[config.mk]
export PLATFORM = sky130hd
export DESIGN_NAME = leod_regs
export DESIGN_NICKNAME = d
export VERILOG_FILES = /design/src/sv/leod_pkg.sv /design/src/sv/leod_regs.sv
export SDC_FILE = /design/constraint.sdc
export NUM_CORES = 1
export LEC_CHECK = 0
export BUFFER_PORTS_ARGS = -buffer_cell sky130_fd_sc_hd__buf_2
export CAP_MARGIN = 20
export CORE_AREA = 4 4 142 144
export DETAILED_ROUTE_END_ITERATION = 8
export DIE_AREA = 0 0 146 148
export GPL_TIMING_DRIVEN = 0
export PLACE_DENSITY_LB_ADDON = 0.1
export REMOVE_ABC_BUFFERS = 1
export SETUP_SLACK_MARGIN = 0.2
export SYNTH_ARGS = -nofsm -noshare
export SYNTH_HDL_FRONTEND = slang
export SYNTH_SLANG_ARGS = --single-unit
export TNS_END_PERCENT = 5
[constraint.sdc]
create_clock -name clk -period 5 [get_ports clk]
set_clock_uncertainty 0.05 [all_clocks]
set_input_delay 0.75 -clock clk [delete_from_list [all_inputs] [get_ports clk]]
set_output_delay 0.75 -clock clk [all_outputs]
set_load 0.01 [all_outputs]
[src/sv/leod_pkg.sv]
`timescale 1ns / 1ps
// ----------------------------------------------------------------------------
// leod_pkg
// Shared types, register map, term codes and reset values for the low-pass
// envelope onset detector.
// ----------------------------------------------------------------------------
package leod_pkg;

  // register map, index = byte address / 4
  localparam logic [2:0] REG_B0      = 3'd0;
  localparam logic [2:0] REG_A1      = 3'd1;
  localparam logic [2:0] REG_A2      = 3'd2;
  localparam logic [2:0] REG_THRESH  = 3'd3;
  localparam logic [2:0] REG_ATTACK  = 3'd4;
  localparam logic [2:0] REG_RELEASE = 3'd5;
  localparam logic [2:0] REG_MIN_GAP = 3'd6;
  localparam logic [2:0] REG_MAX_ONS = 3'd7;

  localparam int unsigned CFG_AW = 5;

  // register reset values
  localparam logic signed [31:0] RST_B0      = 32'sd213642;
  localparam logic signed [31:0] RST_A1      = -32'sd2104220448;
  localparam logic signed [31:0] RST_A2      = 32'sd1031333324;
  localparam logic [22:0]        RST_THRESH  = 23'd167772;
  localparam logic [23:0]        RST_ATTACK  = 24'd83886;
  localparam logic [23:0]        RST_RELEASE = 24'd8389;
  localparam logic [19:0]        RST_MIN_GAP = 20'd8820;
  localparam logic [15:0]        RST_MAX_ONS = 16'd500;

  // product terms of the shared multiplier
  localparam logic [2:0] TERM_X   = 3'd0;  // b0 * x
  localparam logic [2:0] TERM_X1  = 3'd1;  // b0 * x1, counted twice
  localparam logic [2:0] TERM_X2  = 3'd2;  // b0 * x2
  localparam logic [2:0] TERM_Y1  = 3'd3;  // a1 * y1, subtracted
  localparam logic [2:0] TERM_Y2  = 3'd4;  // a2 * y2, subtracted
  localparam logic [2:0] TERM_ENV = 3'd5;  // envelope diff * gain

  localparam logic [2:0] TERM_LAST_BQ = TERM_Y2;

  typedef struct packed {
    logic signed [31:0] coef_b0;
    logic signed [31:0] coef_a1;
    logic signed [31:0] coef_a2;
    logic [22:0]        level_threshold;
    logic [23:0]        attack_gain;
    logic [23:0]        release_gain;
    logic [19:0]        min_gap_samples;
    logic [15:0]        max_onsets;
  } cfg_t;

  typedef struct packed {
    logic       load;      // capture word, clear track state on new_track
    logic       acc_clr;   // zero the filter accumulator
    logic       mul_en;    // issue one product
    logic [2:0] term;      // which product
    logic       stage;     // biquad section 0 or 1
    logic       hist_upd;  // round, saturate, shift section history
    logic       env_upd;   // apply envelope step
    logic       commit;    // detector, counters, result register
  } cmd_t;

  typedef struct packed {
    logic at_limit;
    logic produce;
    logic out_busy;
  } sts_t;

endpackage

[src/sv/leod_regs.sv]
`timescale 1ns / 1ps
// ----------------------------------------------------------------------------
// leod_regs
// APB-style configuration registers with readback.
// ----------------------------------------------------------------------------
module leod_regs
  import leod_pkg::*;
(
  input  logic              clk,
  input  logic              rst_n,
  input  logic              psel,
  input  logic              penable,
  input  logic              pwrite,
  input  logic [CFG_AW-1:0] paddr,
  input  logic [31:0]       pwdata,
  output logic [31:0]       prdata,
  output logic              pready,
  output cfg_t              cfg
);

  cfg_t       cfg_r, cfg_nxt;
  logic [2:0] reg_idx;
  logic       wr_en;

  assign reg_idx = paddr[CFG_AW-1:2];
  assign wr_en   = psel && penable && pwrite;
  assign pready  = 1'b1;
  assign cfg     = cfg_r;

  always_comb begin
    cfg_nxt = cfg_r;
    if (wr_en) begin
      case (reg_idx)
        REG_B0:      cfg_nxt.coef_b0         = pwdata;
        REG_A1:      cfg_nxt.coef_a1         = pwdata;
        REG_A2:      cfg_nxt.coef_a2         = pwdata;
        REG_THRESH:  cfg_nxt.level_threshold = pwdata[22:0];
        REG_ATTACK:  cfg_nxt.attack_gain     = pwdata[23:0];
        REG_RELEASE: cfg_nxt.release_gain    = pwdata[23:0];
        REG_MIN_GAP: cfg_nxt.min_gap_samples = pwdata[19:0];
        REG_MAX_ONS: cfg_nxt.max_onsets      = pwdata[15:0];
        default: ;
      endcase
    end
  end

  always_comb begin
    case (reg_idx)
      REG_B0:      prdata = cfg_r.coef_b0;
      REG_A1:      prdata = cfg_r.coef_a1;
      REG_A2:      prdata = cfg_r.coef_a2;
      REG_THRESH:  prdata = {9'd0, cfg_r.level_threshold};
      REG_ATTACK:  prdata = {8'd0, cfg_r.attack_gain};
      REG_RELEASE: prdata = {8'd0, cfg_r.release_gain};
      REG_MIN_GAP: prdata = {12'd0, cfg_r.min_gap_samples};
      REG_MAX_ONS: prdata = {16'd0, cfg_r.max_onsets};
      default:     prdata = 32'd0;
    endcase
  end

  always_ff @(posedge clk) begin
    if (!rst_n) begin
      cfg_r.coef_b0         <= RST_B0;
      cfg_r.coef_a1         <= RST_A1;
      cfg_r.coef_a2         <= RST_A2;
      cfg_r.level_threshold <= RST_THRESH;
      cfg_r.attack_gain     <= RST_ATTACK;
      cfg_r.release_gain    <= RST_RELEASE;
      cfg_r.min_gap_samples <= RST_MIN_GAP;
      cfg_r.max_onsets      <= RST_MAX_ONS;
    end else begin
      cfg_r <= cfg_nxt;
    end
  end

endmodule

**After elaboration in Yosys (flattened, before gate mapping)**

Index checks and enable logic that the tools add are counted.
W data, S select, Z words.

- Bits in registers: 203
- Bits of input ports: 42

- Equal/unequal tests: 7
- Multiplexer cells: 1
- Reductions and logical operators: 11

Operators with widths:

| cell | number |
|---|---|
| $pmux W32 S8 | 1 |
| $reduce_and A2 Y1 | 8 |
| $eq A3 B3 Y1 const B | 4 |
| $eq A3 B2 Y1 const B | 2 |
| $eq A3 B1 Y1 const B | 1 |
| $logic_not A3 Y1 | 1 |
| $logic_and A1 B1 Y1 | 2 |

**Logic depth before layout (Yosys ltp)**

Gate-level depths: netlist of the first run.

- Depth after elaboration: 3
- Gate-level depth with buffers: 7

**Worst setup path after synthesis of the first run**

No wires, ideal clock.

- Kind: input to output
- From: in paddr[3]
- To: out prdata[3]
- Arrival time: 1919 ps
- Data required time: 4200 ps
- Setup slack: 2281 ps
- Stages on the path: 7
- Buffers on the path: 3
- Cells stage by stage: buf_2 buf_2 buf_2 mux2i_1 o2bb2ai_1 a221oi_1 nor2_1

- Longest elaborated chain between the ends: 2
- Elaborated cells on any way between the ends: 9
- Those cells by class: 7 x eq/ne; 1 x mux; 1 x reduce/logical

RTL lines:

| item | RTL line | source |
|---|---|---|
| start: declaration | leod_regs.sv:14 | `input logic [CFG_AW-1:0] paddr,` |
| $eq A3 B3 Y1, or another cell as far along | leod_regs.sv:48 | `case (reg_idx)` |
| $pmux W32 S8 * | leod_regs.sv:48 |  |
| end: declaration | leod_regs.sv:16 | `output logic [31:0] prdata,` |

Mark *: on every way between the ends. The rest lies on a longest branch, timed or not.

**Worst setup path in the final report of the first run**

- From: in paddr[3]
- To: out prdata[12]

The elaborated chain is that of the path after synthesis.

==> impl_metrics.csv, run 1 <==
group,metric,value,unit
floorplanning,fp.dieArea,0.0216,mm^2
clock_tree,cts_resized,0,
critical_path,worst_setup_path_end_kind,"primary output",
yosys,avgSynthCellArea,7.86,um^2
yosys,yosys.area.top_type,"dfxtp_1",
critical_path,path_cells,"buf_4 > buf_12 > nor2b_4 > a221oi_1 > a221oi_1 > nor2_1 > buf_2",
critical_path,cp_num_buf_inv,3,
yosys,seq_area_frac_synth,0.445,
yosys,ys_warn_count,0,
cells_and_area,syn_to_final_growth,24.1,%
cells_and_area,final_common_cell,"nand2_1",
yosys,yosys-top-cells-area,"dfxtp_1, nand2_1, a21boi_0, mux2i_1, a21boi_1",
critical_path,cp_max_fo,36,
yosys,synth-edff-count,0,
floorplanning,rows,50,
detailed_routing,vias,9026,
sta,period_share,0.793,
detailed_routing,wl_per_cell,20.3,um
critical_path,critPathMaxStageDelay,840,ps
cells_and_area,diodes,0,
pwr,vdd_drop_max,0.262,mV
floorplanning,die_y,148,um
clock_tree,cts_buffers,23,
outcome,status,"finished clean",
placed_design,dp_hpwl,20600,um
critical_path,cp_data_arrival_time,3160,ps
placed_design,dp_slack,1050,ps
yosys,synth_top_area_frac,0.445,
sta,finalSetupViolations,0,
pwr,cellPowerDensity,304,mW/mm^2
clock_tree,cts_tree,"done",
detailed_routing,drc,0,
sta,rsz0062_at_grt,"false",
yosys,synth.distinct_cells,38,
sta,hold_viol_final,0,
floorplanning,io_pins,278,
sta,min_period,3960,ps
yosys,ys_ff_latch,203,
flow_run,drv_cap,0,
yosys,synth_area,0.00914,mm^2
clock_tree,cts_sinks,203,
clock_tree,clk_pin_slew_worst_paths,60,ps
yosys,synthFlopType,"dfxtp_1",
detailed_routing,drtAntennaViolNets,0,
sta,slew_headroom,0.266,
critical_path,required,4200,ps
detailed_routing,vias_per_cell,5.60,
sta,worstMarginPinSlew,1100,ps
yosys,synth-async-reset-ratio,0,
yosys,syn_inst,1163,
hold_path,holdCritPathClass,"flip-flop to flip-flop",
grt,grt_pass1_wl,49900,um
sta,fmax,252,MHz
clock_tree,htree_levels,1,
pwr,p_leak,4.99,nW
placed_design,dp.cells,1578,
critical_path,crit_family,"simple AND/OR/NAND/NOR gates",
cells_and_area,final-instance-count-excl-fill,1611,
cells_and_area,largest_reg_flops,203,
clock_tree,cts_root_buf,"clkbuf_16",
grt,antenna_found_initial,0,
sta,tns,0,ps
cells_and_area,fin_nets,1411,
cells_and_area,drive_gt1_frac,0.245,
floorplanning,die_w,146,um
detailed_routing,first_pass_iters,5,
clock_tree,cts_setup_buffers,0,
detailed_routing,totalWireLength,32700,um
critical_path,crit_path_start_kind,"primary input",
critical_path,crit_top_cell,"a221oi_1",
grt,grt_max_degree,104,
detailed_routing,drt-initial-drc-count,666,
floorplanning,start_util,0.489,
critical_path,worstSetupPathType,"primary input to primary output",
clock_tree,clk_latency,490,ps
cells_and_area,layout_common_cells,"nand2_1, buf_2, dfxtp_1",
placed_design,routabilityCongestion,0.777,
critical_path,crit_slowest_cell,"nor2b_4",
clock_tree,clk_path_buf_depth,3,
sta,slew_violations,0,
floorplanning,core-area,0.0187,mm^2
sta,whs,418,ps
grt,grt_pass1_vias,8549,
placed_design,port_buffers,274,
sta,layout_setup_ws,1040,ps
grt,overflow,0,
clock_tree,holdBufCountCts,0,
grt,grt_usage,0.288,
## metrics by stage
stage                     area [um^2]   util  total power [mW]
after floorplan                  8620      -              1.80
after global placement          10300  0.550              1.97
after detailed placement        10700  0.572              1.98
after CTS                       11300  0.606              3.47
after global routing            11300  0.606              3.56
final                           11300  0.606              3.45
## area by class of cell
type / count / area (um^2)
clock inverters: 1 / 8.76
fillers: 1758 / 7360
repair buffers: 292 / 1760
inverters: 19 / 71.3
well taps: 234 / 293
multi-input cells: 830 / 4520
clock buffers: 32 / 629
flip-flops and latches: 203 / 4060
## worst paths after layout
check | start | endpoint | slack, ps | cells past startpoint
max | paddr[3] | prdata[12] | 1040 | 7
min | cfg[140] | cfg[140] | 420 | 2
max reg2reg | cfg[153] | cfg[153] | 4230 | 2
min reg2reg | cfg[140] | cfg[140] | 420 | 2
## synthesized netlist by cell type, drive strengths merged, types with 2 or more instances
cell type / instances
a21boi: 131
a222oi: 3
a22o: 5
o211ai: 14
o21ai: 3
a21oi: 16
buf: 58
o32a: 2
o221a: 2
o22ai: 6
nand3: 63
o2bb2ai: 12
inv: 19
clkbuf: 53
nor3: 2
dfxtp: 203
o22a: 2
a221oi: 25
mux2i: 46
nand2: 401
or3: 3
nor2b: 9
nor2: 61
a22oi: 6
nand2b: 5
or2: 6
## logic make-up after synthesis
family,synth area share
simple gates,0.248
other cells,0.000410
flops,0.445
compound gates,0.190
buf+inv,0.0654
mux,0.0516
## worst min-delay path, delay by kind of cell, from the launching register on
family,cells,cell delay [ps]
AO/OA/AOI/OAI,1,50
flip-flops,1,320
AND/OR/NAND/NOR,1,50
## metal layers
metal | vias to the layer above | track usage | routed length (um)
li1 | 4281 | - | -
met2 | 412 | 0.476 | 15400
met1 | 4276 | 0.379 | 13500
met4 | 0 | 0.0724 | 629
met3 | 57 | 0.0736 | 3130
met5 | - | 0 | 0
## report_power, final
| part | total, mW | leakage [nW] | internal [mW] | switching [mW] |
|---|---|---|---|---|
| clock | 1.50 | 0.310 | 0.863 | 0.640 |
| sequential | 1.64 | 1.64 | 1.63 | 0.0114 |
| combinational | 0.304 | 3.04 | 0.114 | 0.190 |
No activity file was read; power rests on OpenSTA's default activity.
==> inputs of run 2 (changes only) <==
- CORE_AREA: 4 4 142 144 -> 4 4 145 147
- DIE_AREA: 0 0 146 148 -> 0 0 149 151
- clock period: 5 -> 3.3 ns (I/O delays scaled with it)
==> impl_metrics.csv, run 2 (synthesis gave the netlist of run 1 again) <==
group,metric,value,unit
placed_design,routabilityCongestion,0.793,
critical_path,crit_slowest_cell,"nor2b_2",
clock_tree,clk_path_buf_depth,3,
clock_tree,holdBufCountCts,0,
hold_path,holdPathEnd,"cfg[135]",
critical_path,path_cells,"buf_4 > buf_16 > nor2b_2 > a22oi_1 > o221a_2 > buf_2",
detailed_routing,drt-initial-drc-count,611,
detailed_routing,first_pass_iters,5,
pwr,p_leak,5.06,nW
floorplanning,die_y,151,um
sta,rsz0062_at_grt,"true",
detailed_routing,totalWireLength,32800,um
clock_tree,cts_tree,"done",
grt,grt_pass1_wl,49300,um
placed_design,dp.cells,1613,
floorplanning,fp.dieArea,0.0225,mm^2
grt,grt_pass1_vias,8584,
sta,worstMarginPinSlew,1110,ps
critical_path,worstSetupPathType,"primary input to primary output",
critical_path,worst_setup_path_end_kind,"primary output",
floorplanning,die_w,149,um
cells_and_area,final-instance-count-excl-fill,1655,
floorplanning,core-area,0.0199,mm^2
clock_tree,cts_sinks,203,
clock_tree,cts_setup_buffers,0,
floorplanning,rows,52,
clock_tree,htree_levels,1,
floorplanning,start_util,0.459,
sta,slew_violations,0,
hold_path,holdCritPathClass,"primary input to flip-flop",
placed_design,dp_hpwl,20500,um
cells_and_area,layout_common_cells,"nand2_1, buf_2, dfxtp_1",
clock_tree,clk_pin_slew_worst_paths,60,ps
detailed_routing,drc,0,
hold_path,hp-start,"pwdata[28]",
critical_path,cp_max_fo,51,
detailed_routing,drtAntennaViolNets,0,
pwr,fin_total_pwr,5.55,mW
grt,antenna_found_initial,0,
critical_path,cp_data_arrival_time,2660,ps
sta,fmax,312,MHz
sta,period_share,0.971,
cells_and_area,diodes,0,
clock_tree,cts_root_buf,"clkbuf_16",
placed_design,port_buffers,274,
grt,grt_max_degree,130,
flow_run,drv_cap,0,
pwr,vdd_drop_max,0.389,mV
clock_tree,cts_buffers,23,
cells_and_area,fin_nets,1411,
floorplanning,io_pins,278,
hold_path,hold_path_depth,3,
detailed_routing,vias,8952,
outcome,status,"finished clean",
critical_path,required,2750,ps
critical_path,critPathMaxStageDelay,910,ps
sta,hold_viol_final,0,
cells_and_area,nFillCells,1893,
critical_path,crit_path_start_kind,"primary input",
detailed_routing,wl_per_cell,19.8,um
critical_path,r2r.worst_path.cells,2,
sta,min_period,3210,ps
cells_and_area,largest_reg_flops,203,
sta,finalSetupViolations,0,
cells_and_area,final_common_cell,"nand2_1",
sta,slew_headroom,0.258,
critical_path,r2r_end,"cfg[124]",
critical_path,r2r_slack,2520,ps
grt,grt_usage,0.278,
critical_path,r2r_start,"cfg[124]",
cells_and_area,drive_gt1_frac,0.251,
detailed_routing,vias_per_cell,5.41,
grt,overflow,0,
clock_tree,clk_latency,490,ps
pwr,cellPowerDensity,481,mW/mm^2
cells_and_area,syn_to_final_growth,26.2,%
sta,whs,187,ps
run 2: changes by cell type in the layout (fill, tap and decap cells not counted), moves of 2 or more:
cell	previous run	this run
buf_12	4	2
buf_16	7	10
buf_8	6	4
bufinv_16	0	3
clkinv_2	0	5
clkinvlp_4	0	2
nor2b_2	0	2
run 2: critical path: cells and delay by family:
family,cells,cell delay (ps)
buf+inv,3,710
simple gates,1,910
compound gates,2,490
run 2: worst max-delay path by stage:
stage | start | slack [ps] | cells after the start | to
2_1_floorplan | paddr[3] | 680 | 4 | prdata[0]
3_3_place_gp | paddr[3] | -2180 | 5 | cfg[127]
3_5_place_dp | paddr[3] | 50 | 7 | prdata[18]
4_1_cts | paddr[3] | 60 | 7 | prdata[1]
5_1_grt | paddr[3] | 60 | 6 | prdata[17]
6_report | paddr[3] | 90 | 6 | prdata[17]
run 2: what timing repair did:
item	4_1_cts	5_1_grt
setup endpoints to repair	18	17
hold endpoints to repair	0	0
pin swaps	0	0
resized for setup	1	0
cloned	0	1
run 2: cell type report:
type	count	area (um^2)	share of cell area
multi-input combinational	831	4540	0.393
sequential	203	4060	0.352
timing repair buffer	291	1770	0.153
clock buffer	31	626	0.0542
tap	270	338	0.0293
clock inverter	10	130	0.0113
inverter	19	71.3	0.00618
run 2: per-layer routing:
layer	routed length, um	GRT usage	up-vias
met4	686	0.0673	0
met5	0	0	-
met2	15100	0.458	395
met3	3290	0.0691	46
li1	-	-	4302
met1	13700	0.369	4209
run 2: metrics by stage:
step / instance area (um^2) / utilization / TNS, ps / setup WS (ps)
after floorplan: 8620 / - / 0 / 684
after global placement: 10300 / 0.519 / -271680 / -2180
after detailed placement: 10800 / 0.541 / 0 / 49.4
after CTS: 11500 / 0.579 / 0 / 61.6
after global routing: 11500 / 0.579 / 0 / 56.6
final: 11500 / 0.579 / 0 / 94.7
run 2: power by group:
group / internal, mW / leakage [nW] / switching [mW]
combinational: 0.174 / 3.05 / 0.288
sequential: 2.47 / 1.64 / 0.0177
clock: 1.56 / 0.367 / 1.03
==> inputs of run 3 (changes only) <==
- CORE_AREA: 4 4 145 147 -> 2 2 143 145
- DIE_AREA: 0 0 149 151 -> 0 0 145 147
- clock period: 3.3 -> 2.85 ns (I/O delays scaled with it)
==> impl_metrics.csv, run 3 (synthesis gave the netlist of run 1 again) <==
group,metric,value,unit
outcome,status,"finished clean",
critical_path,cp_data_arrival_time,2140,ps
sta,slew_violations,0,
sta,min_period,2620,ps
critical_path,required,2370,ps
sta,slew_headroom,0.279,
clock_tree,clk_pin_slew_worst_paths,60,ps
clock_tree,holdBufCountCts,0,
pwr,combPwrFrac,0.089,
cells_and_area,multi_input_comb_area,0.00455,mm^2
detailed_routing,wl_per_cell,19.4,um
grt,grt_pass1_vias,8464,
sta,fmax,382,MHz
grt,grt_pass1_wl,49500,um
critical_path,crit_family,"buffers and inverters",
floorplanning,fp.dieArea,0.0213,mm^2
cells_and_area,drive_gt1_frac,0.257,
clock_tree,clk_latency,480,ps
clock_tree,clk_path_buf_depth,3,
clock_tree,cts_root_buf,"clkbuf_16",
cells_and_area,ff_latch_area,0.00406,mm^2
cells_and_area,final_common_cell,"nand2_1",
pwr,seqPwrFrac,0.463,
pwr,vdd_drop_max,0.375,mV
detailed_routing,drtAntennaViolNets,0,
floorplanning,die_y,147,um
sta,rsz0062_at_grt,"true",
clock_tree,htree_levels,1,
pwr,intPower,4.73,mW
cells_and_area,final-instance-count-excl-fill,1662,
pwr,clkPwrFrac,0.448,
cells_and_area,fin_nets,1419,
pwr,p_leak,5.10,nW
flow_run,drv_cap,0,
pwr,cellPowerDensity,538,mW/mm^2
pwr,switchingPower,1.51,mW
cells_and_area,layout_common_cells,"nand2_1, buf_2, dfxtp_1",
detailed_routing,totalWireLength,32300,um
placed_design,port_buffers,274,
detailed_routing,vias,9012,
critical_path,critPathMaxStageDelay,370,ps
placed_design,dp_slack,-272,ps
critical_path,crit_slowest_cell,"mux2_2",
detailed_routing,drc,0,
grt,grt_max_degree,122,
placed_design,routabilityCongestion,0.767,
critical_path,crit_path_start_kind,"primary input",
sta,layout_setup_ws,232,ps
sta,worstMarginPinSlew,1080,ps
detailed_routing,drt-initial-drc-count,586,
sta,finalSetupViolations,0,
detailed_routing,first_pass_iters,6,
pwr,switching_share,0.242,
placed_design,dp_hpwl,20300,um
clock_tree,cts_buffers,23,
floorplanning,start_util,0.461,
pwr,fin_total_pwr,6.24,mW
floorplanning,rows,52,
cells_and_area,diodes,0,
cells_and_area,largest_reg_flops,203,
critical_path,cp_num_buf_inv,3,
sta,hold_viol_final,0,
detailed_routing,vias_per_cell,5.42,
critical_path,worstSetupPathType,"primary input to primary output",
grt,grt_usage,0.293,
critical_path,cp_max_fo,50,
cells_and_area,finalInstanceArea,0.0116,mm^2
sta,period_share,0.919,
clock_tree,cts_sinks,203,
critical_path,worst_setup_path_end_kind,"primary output",
clock_tree,cts_tree,"done",
placed_design,placed_cell_area,0.0107,mm^2
placed_design,dp.cells,1614,
cells_and_area,syn_to_final_growth,26.8,%
cells_and_area,nFillCells,1862,
critical_path,path_cells,"buf_4 > buf_16 > mux2_2 > a22oi_1 > nor2_1 > o32a_1 > buf_2",
floorplanning,io_pins,278,
floorplanning,die_w,145,um
grt,antenna_found_initial,0,
floorplanning,core-area,0.0198,mm^2
grt,overflow,0,
hold_path,holdCritPathClass,"primary input to flip-flop",
==> run 3: layout make-up <==
cell class / count / share of cell area
multi-input cells: 831 / 0.392
flip-flops and latches: 203 / 0.350
repair buffers: 299 / 0.161
clock buffers: 32 / 0.0551
well taps: 270 / 0.0291
inverters: 19 / 0.00647
clock inverters: 8 / 0.00561
==> run 3: metrics by stage <==
| step | hold WS, ps | util | setup TNS [ps] |
|---|---|---|---|
| CTS | 101 | 0.580 | 0 |
| global placement | 402 | 0.520 | -354300 |
| finish | 112 | 0.584 | 0 |
| global route | 128 | 0.584 | 0 |
| floorplan | 441 | - | 0 |
| detailed placement | 406 | 0.542 | -4020 |
==> run 3: worst register-to-register path: cells and delay by family (launching register included) <==
| kind | cells | cell delay, ps |
|---|---|---|
| AO/OA/AOI/OAI | 1 | 170 |
| flip-flops | 1 | 380 |
| AND/OR/NAND/NOR | 1 | 80 |
==> run 3: final timing paths <==
path	start	endpoint	slack, ps	depth (start not counted)
max	paddr[2]	prdata[13]	230	7
min	pwdata[28]	cfg[135]	110	3
max reg2reg	cfg[44]	cfg[44]	2100	2
min reg2reg	cfg[72]	cfg[72]	410	2
==> run 3: power groups by stage <==
stage	clock, mW	sequential, mW	combinational [mW]
after detailed placement	0	2.95	0.528
final	2.80	2.89	0.556
after global routing	2.96	2.89	0.596
after global placement	0	2.95	0.503
after CTS	2.85	2.88	0.539
after floorplan	0	2.96	0.202
==> run 3: timing repair <==
action	in CTS	in global routing
resized for setup	7	3
pin swaps	0	1
hold endpoints to repair	0	0
endpoints found under the setup margin	32	19
buffers inserted	2	5
cloned	1	0
==> run 3: layer usage <==
layer	GRT usage	wire [um]	share of wire
met1	0.381	13700	0.42
met2	0.492	15300	0.47
met3	0.0677	2660	0.082
met4	0.0767	628	0.019
met5	0	0	0
